File: config.mk
export PLATFORM = sky130hd
export DESIGN_NAME = sum_checked_frame_deframer
export DESIGN_NICKNAME = d
export VERILOG_FILES = /design/src/hw/rtl/sfd_pkg.sv /design/src/hw/rtl/sfd_ram.sv /design/src/hw/rtl/sfd_out.sv /design/src/hw/rtl/sfd_ctrl.sv /design/src/hw/rtl/sum_checked_frame_deframer.sv
export SDC_FILE = /design/constraint.sdc
export NUM_CORES = 1
export LEC_CHECK = 0
export ABC_AREA = 1
export BUFFER_PORTS_ARGS = -buffer_cell sky130_fd_sc_hd__buf_2
export CAP_MARGIN = 10
export CORE_MARGIN = 4
export CORE_UTILIZATION = 30
export CTS_CLUSTER_DIAMETER = 50
export DETAILED_ROUTE_END_ITERATION = 10
export GPL_ROUTABILITY_DRIVEN = 0
export HOLD_SLACK_MARGIN = 0.03
export PLACE_DENSITY_LB_ADDON = 0.15
export SETUP_SLACK_MARGIN = 0.5
export SYNTH_ARGS = -nofsm -noshare
export SYNTH_HDL_FRONTEND = slang
export SYNTH_SLANG_ARGS = --single-unit
File: constraint.sdc
create_clock -name clk -period 6 [get_ports clk]
set_input_delay 0.9 -clock clk [delete_from_list [all_inputs] [get_ports clk]]
set_output_delay 0.9 -clock clk [all_outputs]
set_load 0.02 [all_outputs]
File: src/hw/rtl/sfd_pkg.sv
// shared constants, types and state codes of the frame deframer
package sfd_pkg;

	localparam int unsigned BUF_DEPTH = 64;
	localparam int unsigned ADDR_W = $clog2(BUF_DEPTH);
	localparam int unsigned FILL_W = ADDR_W + 1;
	localparam int unsigned LEN_W = ADDR_W + 1;

	localparam logic [7:0] SOF0 = 8'hFF;
	localparam logic [7:0] SOF1 = 8'hFE;
	localparam logic [7:0] EOF0 = 8'hFD;
	localparam logic [7:0] EOF1 = 8'hFC;

	localparam logic [7:0] MIN_LEN = 8'd9;
	localparam logic [7:0] MAX_LEN = 8'(BUF_DEPTH);
	localparam logic [FILL_W-1:0] SCAN_MIN = FILL_W'(5);
	localparam logic [ADDR_W-1:0] OFS_LEN = ADDR_W'(2);
	localparam logic [ADDR_W-1:0] OFS_SEQ = ADDR_W'(3);
	localparam logic [ADDR_W-1:0] OFS_CMD = ADDR_W'(4);
	localparam logic [ADDR_W-1:0] HEAD_BYTES = ADDR_W'(5);
	localparam logic [LEN_W-1:0] SUM_TAIL = LEN_W'(3);
	localparam logic [LEN_W-1:0] OVERHEAD_LAST = LEN_W'(9);

	localparam int unsigned OUT_DATA_W = 32;

	typedef enum logic [3:0] {
		ST_IDLE,
		ST_RD0,
		ST_RD1,
		ST_RD2,
		ST_LEN,
		ST_T0,
		ST_T1,
		ST_SUM,
		ST_SEQ,
		ST_CMD,
		ST_PAY_RD,
		ST_PAY_WR
	} sfd_state_t;

	typedef struct packed {
		logic [7:0] command;
		logic [7:0] sequence_number;
		logic [7:0] payload_byte;
		logic [5:0] payload_index;
		logic       last_of_frame;
	} sfd_result_t;

endpackage

File: src/hw/rtl/sfd_ram.sv
// generic simple dual port ram with registered read
module sfd_ram #(
	parameter int unsigned WIDTH = 8,
	parameter int unsigned DEPTH = 64
) (
	input  logic                     clk,
	input  logic                     we,
	input  logic [$clog2(DEPTH)-1:0] waddr,
	input  logic [WIDTH-1:0]         wdata,
	input  logic                     re,
	input  logic [$clog2(DEPTH)-1:0] raddr,
	output logic [WIDTH-1:0]         rdata
);

	logic [WIDTH-1:0] mem [DEPTH];

	always_ff @(posedge clk) begin
		if (we) begin
			mem[waddr] <= wdata;
		end
		if (re) begin
			rdata <= mem[raddr];
		end
	end

endmodule

File: src/hw/rtl/sfd_out.sv
// output register stage for result items
module sfd_out (
	input  logic                         clk,
	input  logic                         arst_n,
	input  logic                         load,
	input  sfd_pkg::sfd_result_t         res,
	output logic                         free,
	output logic                         m_tvalid,
	input  logic                         m_tready,
	output logic [sfd_pkg::OUT_DATA_W-1:0] m_tdata,
	output logic                         m_tlast
);

	sfd_pkg::sfd_result_t res_q;
	logic                 valid_q;

	assign free = !valid_q || m_tready;

	always_ff @(posedge clk or negedge arst_n) begin
		if (!arst_n) begin
			valid_q <= 1'b0;
		end else if (load) begin
			valid_q <= 1'b1;
		end else if (m_tready) begin
			valid_q <= 1'b0;
		end
	end

	always_ff @(posedge clk) begin
		if (load) begin
			res_q <= res;
		end
	end

	assign m_tvalid = valid_q;
	assign m_tdata = {2'b00, res_q.payload_index, res_q.payload_byte,
		res_q.sequence_number, res_q.command};
	assign m_tlast = res_q.last_of_frame;

endmodule

File: src/hw/rtl/sfd_ctrl.sv
// frame scan sequencer: header, trailer and sum checks over the byte buffer
module sfd_ctrl (
	input  logic                         clk,
	input  logic                         arst_n,
	input  logic                         s_tvalid,
	output logic                         s_tready,
	output logic                         ram_we,
	output logic [sfd_pkg::ADDR_W-1:0]   ram_waddr,
	output logic                         ram_re,
	output logic [sfd_pkg::ADDR_W-1:0]   ram_raddr,
	input  logic [7:0]                   ram_rdata,
	input  logic                         out_free,
	output logic                         res_load,
	output sfd_pkg::sfd_result_t         res
);

	sfd_pkg::sfd_state_t state_q, state_d;
	logic [sfd_pkg::FILL_W-1:0] fill_q;
	logic [sfd_pkg::ADDR_W-1:0] front_q;
	logic [sfd_pkg::LEN_W-1:0]  len_q;
	logic [sfd_pkg::ADDR_W-1:0] cnt_q;
	logic [7:0]                 sum_q;
	logic [7:0]                 seq_q;
	logic [7:0]                 cmd_q;

	logic                       accept;
	logic                       full;
	logic [sfd_pkg::FILL_W-1:0] fill_in;
	logic                       drop;
	logic                       len_bad;
	logic                       len_short;
	logic                       sum_done;
	logic                       pay_last;
	logic                       consume;
	logic [sfd_pkg::FILL_W-1:0] fill_drop;
	logic [sfd_pkg::FILL_W-1:0] fill_rest;
	logic [sfd_pkg::ADDR_W-1:0] rd_off;

	assign accept = s_tvalid && s_tready;
	assign full = (fill_q == sfd_pkg::FILL_W'(sfd_pkg::BUF_DEPTH));
	assign fill_in = full ? fill_q : fill_q + 1'b1;
	assign len_bad = (ram_rdata < sfd_pkg::MIN_LEN) || (ram_rdata > sfd_pkg::MAX_LEN);
	assign len_short = ({1'b0, fill_q} < ram_rdata);
	assign sum_done = ({1'b0, cnt_q} == len_q - sfd_pkg::SUM_TAIL);
	assign pay_last = ({1'b0, cnt_q} == len_q - sfd_pkg::OVERHEAD_LAST);
	assign consume = (state_q == sfd_pkg::ST_PAY_WR) && out_free && pay_last;
	assign fill_drop = fill_q - 1'b1;
	assign fill_rest = fill_q - len_q;

	// check results of the byte that has just come out of the buffer
	always_comb begin
		drop = 1'b0;
		case (state_q)
			sfd_pkg::ST_RD1: drop = (ram_rdata != sfd_pkg::SOF0);
			sfd_pkg::ST_RD2: drop = (ram_rdata != sfd_pkg::SOF1);
			sfd_pkg::ST_LEN: drop = len_bad;
			sfd_pkg::ST_T0:  drop = (ram_rdata != sfd_pkg::EOF0);
			sfd_pkg::ST_T1:  drop = (ram_rdata != sfd_pkg::EOF1);
			sfd_pkg::ST_SUM: drop = sum_done && (ram_rdata != sum_q);
			default:         drop = 1'b0;
		endcase
	end

	// next state
	always_comb begin
		state_d = state_q;
		if (drop) begin
			state_d = (fill_drop >= sfd_pkg::SCAN_MIN) ? sfd_pkg::ST_RD0 : sfd_pkg::ST_IDLE;
		end else begin
			case (state_q)
				sfd_pkg::ST_IDLE: begin
					if (accept && fill_in >= sfd_pkg::SCAN_MIN) begin
						state_d = sfd_pkg::ST_RD0;
					end
				end
				sfd_pkg::ST_RD0: state_d = sfd_pkg::ST_RD1;
				sfd_pkg::ST_RD1: state_d = sfd_pkg::ST_RD2;
				sfd_pkg::ST_RD2: state_d = sfd_pkg::ST_LEN;
				sfd_pkg::ST_LEN: state_d = len_short ? sfd_pkg::ST_IDLE : sfd_pkg::ST_T0;
				sfd_pkg::ST_T0:  state_d = sfd_pkg::ST_T1;
				sfd_pkg::ST_T1:  state_d = sfd_pkg::ST_SUM;
				sfd_pkg::ST_SUM: begin
					if (sum_done) begin
						state_d = sfd_pkg::ST_SEQ;
					end
				end
				sfd_pkg::ST_SEQ: state_d = sfd_pkg::ST_CMD;
				sfd_pkg::ST_CMD: state_d = sfd_pkg::ST_PAY_RD;
				sfd_pkg::ST_PAY_RD: state_d = sfd_pkg::ST_PAY_WR;
				sfd_pkg::ST_PAY_WR: begin
					if (out_free) begin
						if (!pay_last) begin
							state_d = sfd_pkg::ST_PAY_RD;
						end else if (fill_rest >= sfd_pkg::SCAN_MIN) begin
							state_d = sfd_pkg::ST_RD0;
						end else begin
							state_d = sfd_pkg::ST_IDLE;
						end
					end
				end
				default: state_d = sfd_pkg::ST_IDLE;
			endcase
		end
	end

	// buffer reads and result load
	always_comb begin
		ram_re = 1'b0;
		rd_off = '0;
		res_load = 1'b0;
		s_tready = 1'b0;
		case (state_q)
			sfd_pkg::ST_IDLE: s_tready = 1'b1;
			sfd_pkg::ST_RD0: ram_re = 1'b1;
			sfd_pkg::ST_RD1: begin
				ram_re = 1'b1;
				rd_off = sfd_pkg::ADDR_W'(1);
			end
			sfd_pkg::ST_RD2: begin
				ram_re = 1'b1;
				rd_off = sfd_pkg::OFS_LEN;
			end
			sfd_pkg::ST_LEN: begin
				ram_re = 1'b1;
				rd_off = ram_rdata[sfd_pkg::ADDR_W-1:0] - sfd_pkg::ADDR_W'(2);
			end
			sfd_pkg::ST_T0: begin
				ram_re = 1'b1;
				rd_off = len_q[sfd_pkg::ADDR_W-1:0] - sfd_pkg::ADDR_W'(1);
			end
			sfd_pkg::ST_T1: ram_re = 1'b1;
			sfd_pkg::ST_SUM: begin
				ram_re = 1'b1;
				rd_off = sum_done ? sfd_pkg::OFS_SEQ : cnt_q + 1'b1;
			end
			sfd_pkg::ST_SEQ: begin
				ram_re = 1'b1;
				rd_off = sfd_pkg::OFS_CMD;
			end
			sfd_pkg::ST_PAY_RD: begin
				ram_re = 1'b1;
				rd_off = sfd_pkg::HEAD_BYTES + cnt_q;
			end
			sfd_pkg::ST_PAY_WR: res_load = out_free;
			default: ;
		endcase
	end

	assign ram_raddr = front_q + rd_off;
	assign ram_we = accept;
	assign ram_waddr = front_q + fill_q[sfd_pkg::ADDR_W-1:0];

	assign res.command = cmd_q;
	assign res.sequence_number = seq_q;
	assign res.payload_byte = ram_rdata;
	assign res.payload_index = cnt_q;
	assign res.last_of_frame = pay_last;

	always_ff @(posedge clk or negedge arst_n) begin
		if (!arst_n) begin
			state_q <= sfd_pkg::ST_IDLE;
			fill_q <= '0;
			front_q <= '0;
		end else begin
			state_q <= state_d;
			if (accept) begin
				fill_q <= fill_in;
				if (full) begin
					front_q <= front_q + 1'b1;
				end
			end else if (drop) begin
				fill_q <= fill_drop;
				front_q <= front_q + 1'b1;
			end else if (consume) begin
				fill_q <= fill_rest;
				front_q <= front_q + len_q[sfd_pkg::ADDR_W-1:0];
			end
		end
	end

	always_ff @(posedge clk) begin
		case (state_q)
			sfd_pkg::ST_LEN: len_q <= ram_rdata[sfd_pkg::LEN_W-1:0];
			sfd_pkg::ST_T1: begin
				cnt_q <= '0;
				sum_q <= '0;
			end
			sfd_pkg::ST_SUM: begin
				if (!sum_done) begin
					sum_q <= sum_q + ram_rdata;
					cnt_q <= cnt_q + 1'b1;
				end
			end
			sfd_pkg::ST_SEQ: seq_q <= ram_rdata;
			sfd_pkg::ST_CMD: begin
				cmd_q <= ram_rdata;
				cnt_q <= '0;
			end
			sfd_pkg::ST_PAY_WR: begin
				if (out_free && !pay_last) begin
					cnt_q <= cnt_q + 1'b1;
				end
			end
			default: ;
		endcase
	end

	a_fill_bound: assert property (@(posedge clk) disable iff (!arst_n)
		fill_q <= sfd_pkg::FILL_W'(sfd_pkg::BUF_DEPTH))
		else $error("buffer fill count above depth");

	a_sum_bound: assert property (@(posedge clk) disable iff (!arst_n)
		state_q == sfd_pkg::ST_SUM |-> {1'b0, cnt_q} <= len_q - sfd_pkg::SUM_TAIL)
		else $error("sum walk ran past the checksum byte");

	a_pay_next: assert property (@(posedge clk) disable iff (!arst_n)
		res_load && !pay_last |=> state_q == sfd_pkg::ST_PAY_RD)
		else $error("payload walk did not continue after a non-final item");

	a_frame_fits: assert property (@(posedge clk) disable iff (!arst_n)
		state_q == sfd_pkg::ST_PAY_WR |-> fill_q >= len_q)
		else $error("emitting a frame longer than the buffered bytes");

endmodule

File: src/hw/rtl/sum_checked_frame_deframer.sv
// top level of the sum-checked frame deframer
// input items are taken only in the idle state; the scan then walks the buffer ram
// through header states RD0, RD1, RD2 and LEN, trailer states T0 and T1, the sum
// state SUM, then SEQ and CMD, and PAY_RD and PAY_WR for each payload byte;
// s_tready stays low while a frame is scanned, and longer when the output stalls;
// a failed check drops the front byte and rescans, or waits in idle for more bytes
// arst_n clears fill count, front pointer and output valid; buffer content is not cleared
module sum_checked_frame_deframer (
	input  logic        clk,
	input  logic        arst_n,
	input  logic        s_tvalid,
	output logic        s_tready,
	input  logic [7:0]  s_tdata,  // [7:0] data_byte
	output logic        m_tvalid,
	input  logic        m_tready,
	output logic [31:0] m_tdata,  // [7:0] command, [15:8] sequence_number,
	                              // [23:16] payload_byte, [29:24] payload_index
	output logic        m_tlast   // last_of_frame
);

	logic                       ram_we;
	logic [sfd_pkg::ADDR_W-1:0] ram_waddr;
	logic                       ram_re;
	logic [sfd_pkg::ADDR_W-1:0] ram_raddr;
	logic [7:0]                 ram_rdata;
	logic                       out_free;
	logic                       res_load;
	sfd_pkg::sfd_result_t       res;

	sfd_ram #(
		.WIDTH(8),
		.DEPTH(sfd_pkg::BUF_DEPTH)
	) u_buf (
		.clk  (clk),
		.we   (ram_we),
		.waddr(ram_waddr),
		.wdata(s_tdata),
		.re   (ram_re),
		.raddr(ram_raddr),
		.rdata(ram_rdata)
	);

	sfd_ctrl u_ctrl (
		.clk      (clk),
		.arst_n   (arst_n),
		.s_tvalid (s_tvalid),
		.s_tready (s_tready),
		.ram_we   (ram_we),
		.ram_waddr(ram_waddr),
		.ram_re   (ram_re),
		.ram_raddr(ram_raddr),
		.ram_rdata(ram_rdata),
		.out_free (out_free),
		.res_load (res_load),
		.res      (res)
	);

	sfd_out u_out (
		.clk     (clk),
		.arst_n  (arst_n),
		.load    (res_load),
		.res     (res),
		.free    (out_free),
		.m_tvalid(m_tvalid),
		.m_tready(m_tready),
		.m_tdata (m_tdata),
		.m_tlast (m_tlast)
	);

endmodule
==> flow_results.org <==
** Floorplanning
- Core area :: between 0.08 and 0.09 mm^2
- Starting density of the core :: 0.303
- The die covers 0.0941 mm^2.
- Overall die width :: 307 um
- The floorplan has between 100 and 150 rows.
- Number of top-level design ports :: 47
- The die is 307 um tall.

** Synth
- Counting flops with a built-in enable in the synthesized netlist gives ~590.
- Most used DFF post-synth :: sky130_fd_sc_hd__edfxtp_1
- Of the synthesized area, sequential elements account for 0.676.
- A synthesized cell averages around 11 um^2.
- Number of storage elements in the synthesis netlist :: around 610
- The Yosys step of the flow raised 0 warnings.
- After synthesis the cells add up to around 0.027 mm^2.
- For this run, asynchronously set or reset flops after synthesis account for 0.0297.
- Synth unique cells :: 48
- Counting every instance in the synthesized netlist gives 2386.

** Run status
- Run status :: finished clean

** Setup path
- CP max stage delay :: between 0.6 and 0.7 ns
- CP max stage cell :: sky130_fd_sc_hd__fa_4
- Setup CP Type :: reg2reg
- Gate family responsible for the most delay along the worst path :: simple AND/OR/NAND/NOR gates
- The startpoint identified for the worst register-to-register timing path is u_ctrl.len_q[1].
- The worst setup path is launched from a register.
- Reg-to-Reg End :: u_buf.rdata[1]
- Reg2reg setup slack :: 0.96 ns
- Data arrives at the worst endpoint at between 5 and 6 ns.
- Crit-path most repeated cell :: sky130_fd_sc_hd__nand3_1
- Required time of the critical path :: 6.39 ns
- Walking the worst path, the cells encountered are inv_1 > ha_1 > nand2_1 > nand2_1 > nor2_1 > nand3_1 > nor2_2 > nand3_1 > nand3_1 > ha_4 > inv_1 > fa_4 > inv_4 > buf_4 > nor2_1 > o21ai_0 > o211ai_1 > a21oi_1 > o22ai_1 > nand3_1 > nand2_1.
- Worst Path Buf+Inv :: 4
- The worst setup path is captured at a register.
- Largest fanout on the critical path :: 34
- Path depth of the worst reg2reg path :: 21

** STA
- Final number of max-transition violations :: 0
- Ratio of final minimum period to clock period :: 0.841
- Final-layout setup total negative slack :: 0 ns
- Count of final setup violators :: 0
- Time the final worst path needs with I/O delays and setup :: 5.04 ns
- Final number of hold-violating endpoints :: 0
- Max Clock Freq :: 0.198 GHz
- At the pin with the least slew margin, the transition time is around 1.1 ns.
- Unrepaired setup endpoints after global routing :: no
- Worst rel slew slack :: 0.274
- Between clock sinks in the finished design, the worst skew comes to around 0.017 ns.

** Global route
- Total congestion overflow :: 0
- Met1 demand-to-capacity share in global routing :: 0.228
- For met2 alone, demand over resource in global routing was 0.270.
- Initial antenna violation count :: 0
- The first global-routing pass estimated approximately 120000 um of wire.
- Layer with the highest usage :: met2
- Largest net degree at the start of global routing :: roughly 210
- Number of global-route vias before repair :: 18200
- Met3 track utilization from global routing :: 0.0260
- Overall routing resource usage :: 0.165

** Hold path
- Worst min path class :: in2async

** Finish
- The filler cells instantiated in the layout total approximately 9000.
- Layout Area Growth over Synthesis :: 17.8%
- Ratio of cells with drive above 1 in the final layout :: 0.110
- Final antenna diode count :: 0
- Final Net Count :: 2496

** Drt
- For this run, the detailed router's first-pass iteration total came to 8.
- Detailed routing inserted a total of 18300 vias.
- Initial DRC Count :: between 1500 and 2000
- Antenna viol nets, final :: 0
- After detailed routing, the total wire length is 78400 um.
- After detailed routing, the number of remaining DRC violations is 0.
- Via density :: 4.98
- Post-detailed-route wirelength per cell :: 21.3 um

** Placement
- Once detailed placement completed, the half-perimeter wirelength came to between 40000 and 50000 um.
- Port buffering added between 40 and 50 buffers.

** Job
- # Max-Cap Violations :: 0

** Clock network
- In this run the number of H-tree levels came out at 3.
- Maximum clock path buffer count :: 3
- Clock slew at reported path FFs :: approximately 0.060 ns
- Clock tree synthesis inserted a total of 89 buffers.
- TritonCTS built the clock tree.
- The later pin in the worst-skew pair is clocked with a latency of 0.64 ns.
- Number of setup buffers added after CTS :: 0
- The cell sitting at the root of the clock tree is a sky130_fd_sc_hd__clkbuf_16.
- The clock drives 606 sinks.
-- worst max-delay path by stage --
stage | start | endpoint | slack [ns] | cells past startpoint
2_1_floorplan | u_ctrl.len_q[1] | u_buf.rdata[7] | 2.36 | 22
3_3_place_gp | u_ctrl.len_q[1] | u_buf.rdata[1] | 0.76 | 21
3_5_place_dp | u_ctrl.len_q[1] | u_buf.rdata[1] | 0.75 | 21
4_1_cts | u_ctrl.len_q[1] | u_buf.rdata[1] | 0.73 | 21
5_1_grt | u_ctrl.len_q[1] | u_buf.rdata[1] | 0.64 | 21
6_report | u_ctrl.len_q[1] | u_buf.rdata[1] | 0.96 | 21
-- layout by cell type, fill, tap and decap left out, types with 8 or more instances in the layout --
cell	count
sky130_fd_sc_hd__clkinv_1	12
sky130_fd_sc_hd__edfxtp_1	588
sky130_fd_sc_hd__clkinv_2	8
sky130_fd_sc_hd__clkbuf_16	91
sky130_fd_sc_hd__buf_2	44
sky130_fd_sc_hd__inv_6	8
sky130_fd_sc_hd__o31ai_1	8
sky130_fd_sc_hd__clkinvlp_4	8
sky130_fd_sc_hd__nor2_1	480
sky130_fd_sc_hd__nor3_1	8
sky130_fd_sc_hd__nand4_1	12
sky130_fd_sc_hd__nor2_2	8
sky130_fd_sc_hd__xor2_1	22
sky130_fd_sc_hd__nand2_2	10
sky130_fd_sc_hd__inv_2	11
sky130_fd_sc_hd__buf_4	21
sky130_fd_sc_hd__o21ai_0	311
sky130_fd_sc_hd__dfrtp_1	18
sky130_fd_sc_hd__a21oi_1	44
sky130_fd_sc_hd__o211ai_1	31
sky130_fd_sc_hd__nand2_1	327
sky130_fd_sc_hd__o21ai_1	11
sky130_fd_sc_hd__o21bai_1	11
sky130_fd_sc_hd__ha_1	42
sky130_fd_sc_hd__bufinv_16	17
sky130_fd_sc_hd__o22ai_1	58
sky130_fd_sc_hd__nand3_1	96
sky130_fd_sc_hd__inv_1	104
sky130_fd_sc_hd__o221ai_1	16
sky130_fd_sc_hd__xnor2_1	12
-- what timing repair did --
action,in CTS,in global routing
gates resized for setup,0,2
setup endpoints to repair,0,4
hold buffers,0,0
-- cells by family after synthesis --
group / count (synthesis) / synth area share
flip-flops: 606 / 0.676
XOR/XNOR: 37 / 0.0121
AO/OA/AOI/OAI: 501 / 0.105
AND/OR/NAND/NOR: 962 / 0.148
buffers and inverters: 231 / 0.0350
other: 1 / 0.000140
adder cells (fa/ha/maj): 48 / 0.0238
-- per-layer routing --
metal,vias up,wire [um],share of wire
met4,0,1990,0.025
li1,8584,-,-
met3,122,3370,0.043
met2,436,37200,0.47
met5,-,0,0
met1,9159,35800,0.46
-- state kept, by name, summed over array words and instances (netlist names) --
register / cells
u_buf.mem: 512
u_ctrl.len_q: 7
u_ctrl.front_q: 6
u_ctrl.fill_q: 7
u_ctrl.seq_q: 8
u_ctrl.cmd_q: 8
u_ctrl.sum_q: 8
u_out.m_tvalid: 1
u_buf.rdata: 8
u_ctrl.cnt_q: 6
u_ctrl.state_q: 4
u_out.m_tdata: 30
u_out.m_tlast: 1
-- per-stage QoR --
| step | utilization | hold slack, ns | setup WS (ns) | cell area (um^2) | cells |
|---|---|---|---|---|---|
| 6_report | 0.357 | 0.226 | 0.957 | 31600 | 3675 |
| 5_1_grt | 0.357 | 0.236 | 0.641 | 31600 | 3675 |
| 4_1_cts | 0.357 | 0.213 | 0.729 | 31600 | 3675 |
| 3_5_place_dp | 0.320 | 0.405 | 0.748 | 28300 | 3510 |
| 3_3_place_gp | 0.320 | 0.405 | 0.763 | 28300 | 3510 |
| 2_1_floorplan | - | 0.400 | 2.36 | 26800 | 2387 |
-- cell usage after synthesis (all sizes together), types with 11 or more instances --
library cell    n  share of area
edfxtp        588           0.66
nor2          495          0.072
nand2         341          0.050
o21ai         322          0.060
inv           116          0.016
nand3         100          0.020
clkbuf         60         0.0085
o22ai          58          0.014
buf            53         0.0098
a21oi          45         0.0088
ha             43          0.020
o211ai         31         0.0087
xor2           24         0.0078
dfrtp          18          0.017
o221ai         16         0.0052
nand4          13         0.0036
xnor2          13         0.0042
o21bai         11         0.0031
-- area by class of cell --
cell class / instances / area (um^2) / area share
flip-flops and latches: 606 / 18100 / 0.574
multi-input cells: 1550 / 7800 / 0.247
clock buffers: 97 / 2300 / 0.0729
well taps: 1165 / 1460 / 0.0462
clock inverters: 68 / 927 / 0.0294
repair buffers: 72 / 518 / 0.0164
inverters: 117 / 447 / 0.0142
-- worst reg2reg max path, cell delays in order (launching register included) --
cell and delay, ns:
sky130_fd_sc_hd__edfxtp_1 0.43, sky130_fd_sc_hd__inv_1 0.25, sky130_fd_sc_hd__ha_1 0.30, sky130_fd_sc_hd__nand2_1 0.08, sky130_fd_sc_hd__nand2_1 0.09, sky130_fd_sc_hd__nor2_1 0.11
sky130_fd_sc_hd__nand3_1 0.09, sky130_fd_sc_hd__nor2_2 0.19, sky130_fd_sc_hd__nand3_1 0.22, sky130_fd_sc_hd__nand3_1 0.21, sky130_fd_sc_hd__ha_4 0.15, sky130_fd_sc_hd__inv_1 0.05
sky130_fd_sc_hd__fa_4 0.67, sky130_fd_sc_hd__inv_4 0.37, sky130_fd_sc_hd__buf_4 0.42, sky130_fd_sc_hd__nor2_1 0.08, sky130_fd_sc_hd__o21ai_0 0.09, sky130_fd_sc_hd__o211ai_1 0.16
sky130_fd_sc_hd__a21oi_1 0.41, sky130_fd_sc_hd__o22ai_1 0.19, sky130_fd_sc_hd__nand3_1 0.17, sky130_fd_sc_hd__nand2_1 0.07
Power is left out: the tool's default activity adds up to more than one toggle a clock period on the data nets, which glitch-free logic cannot reach.
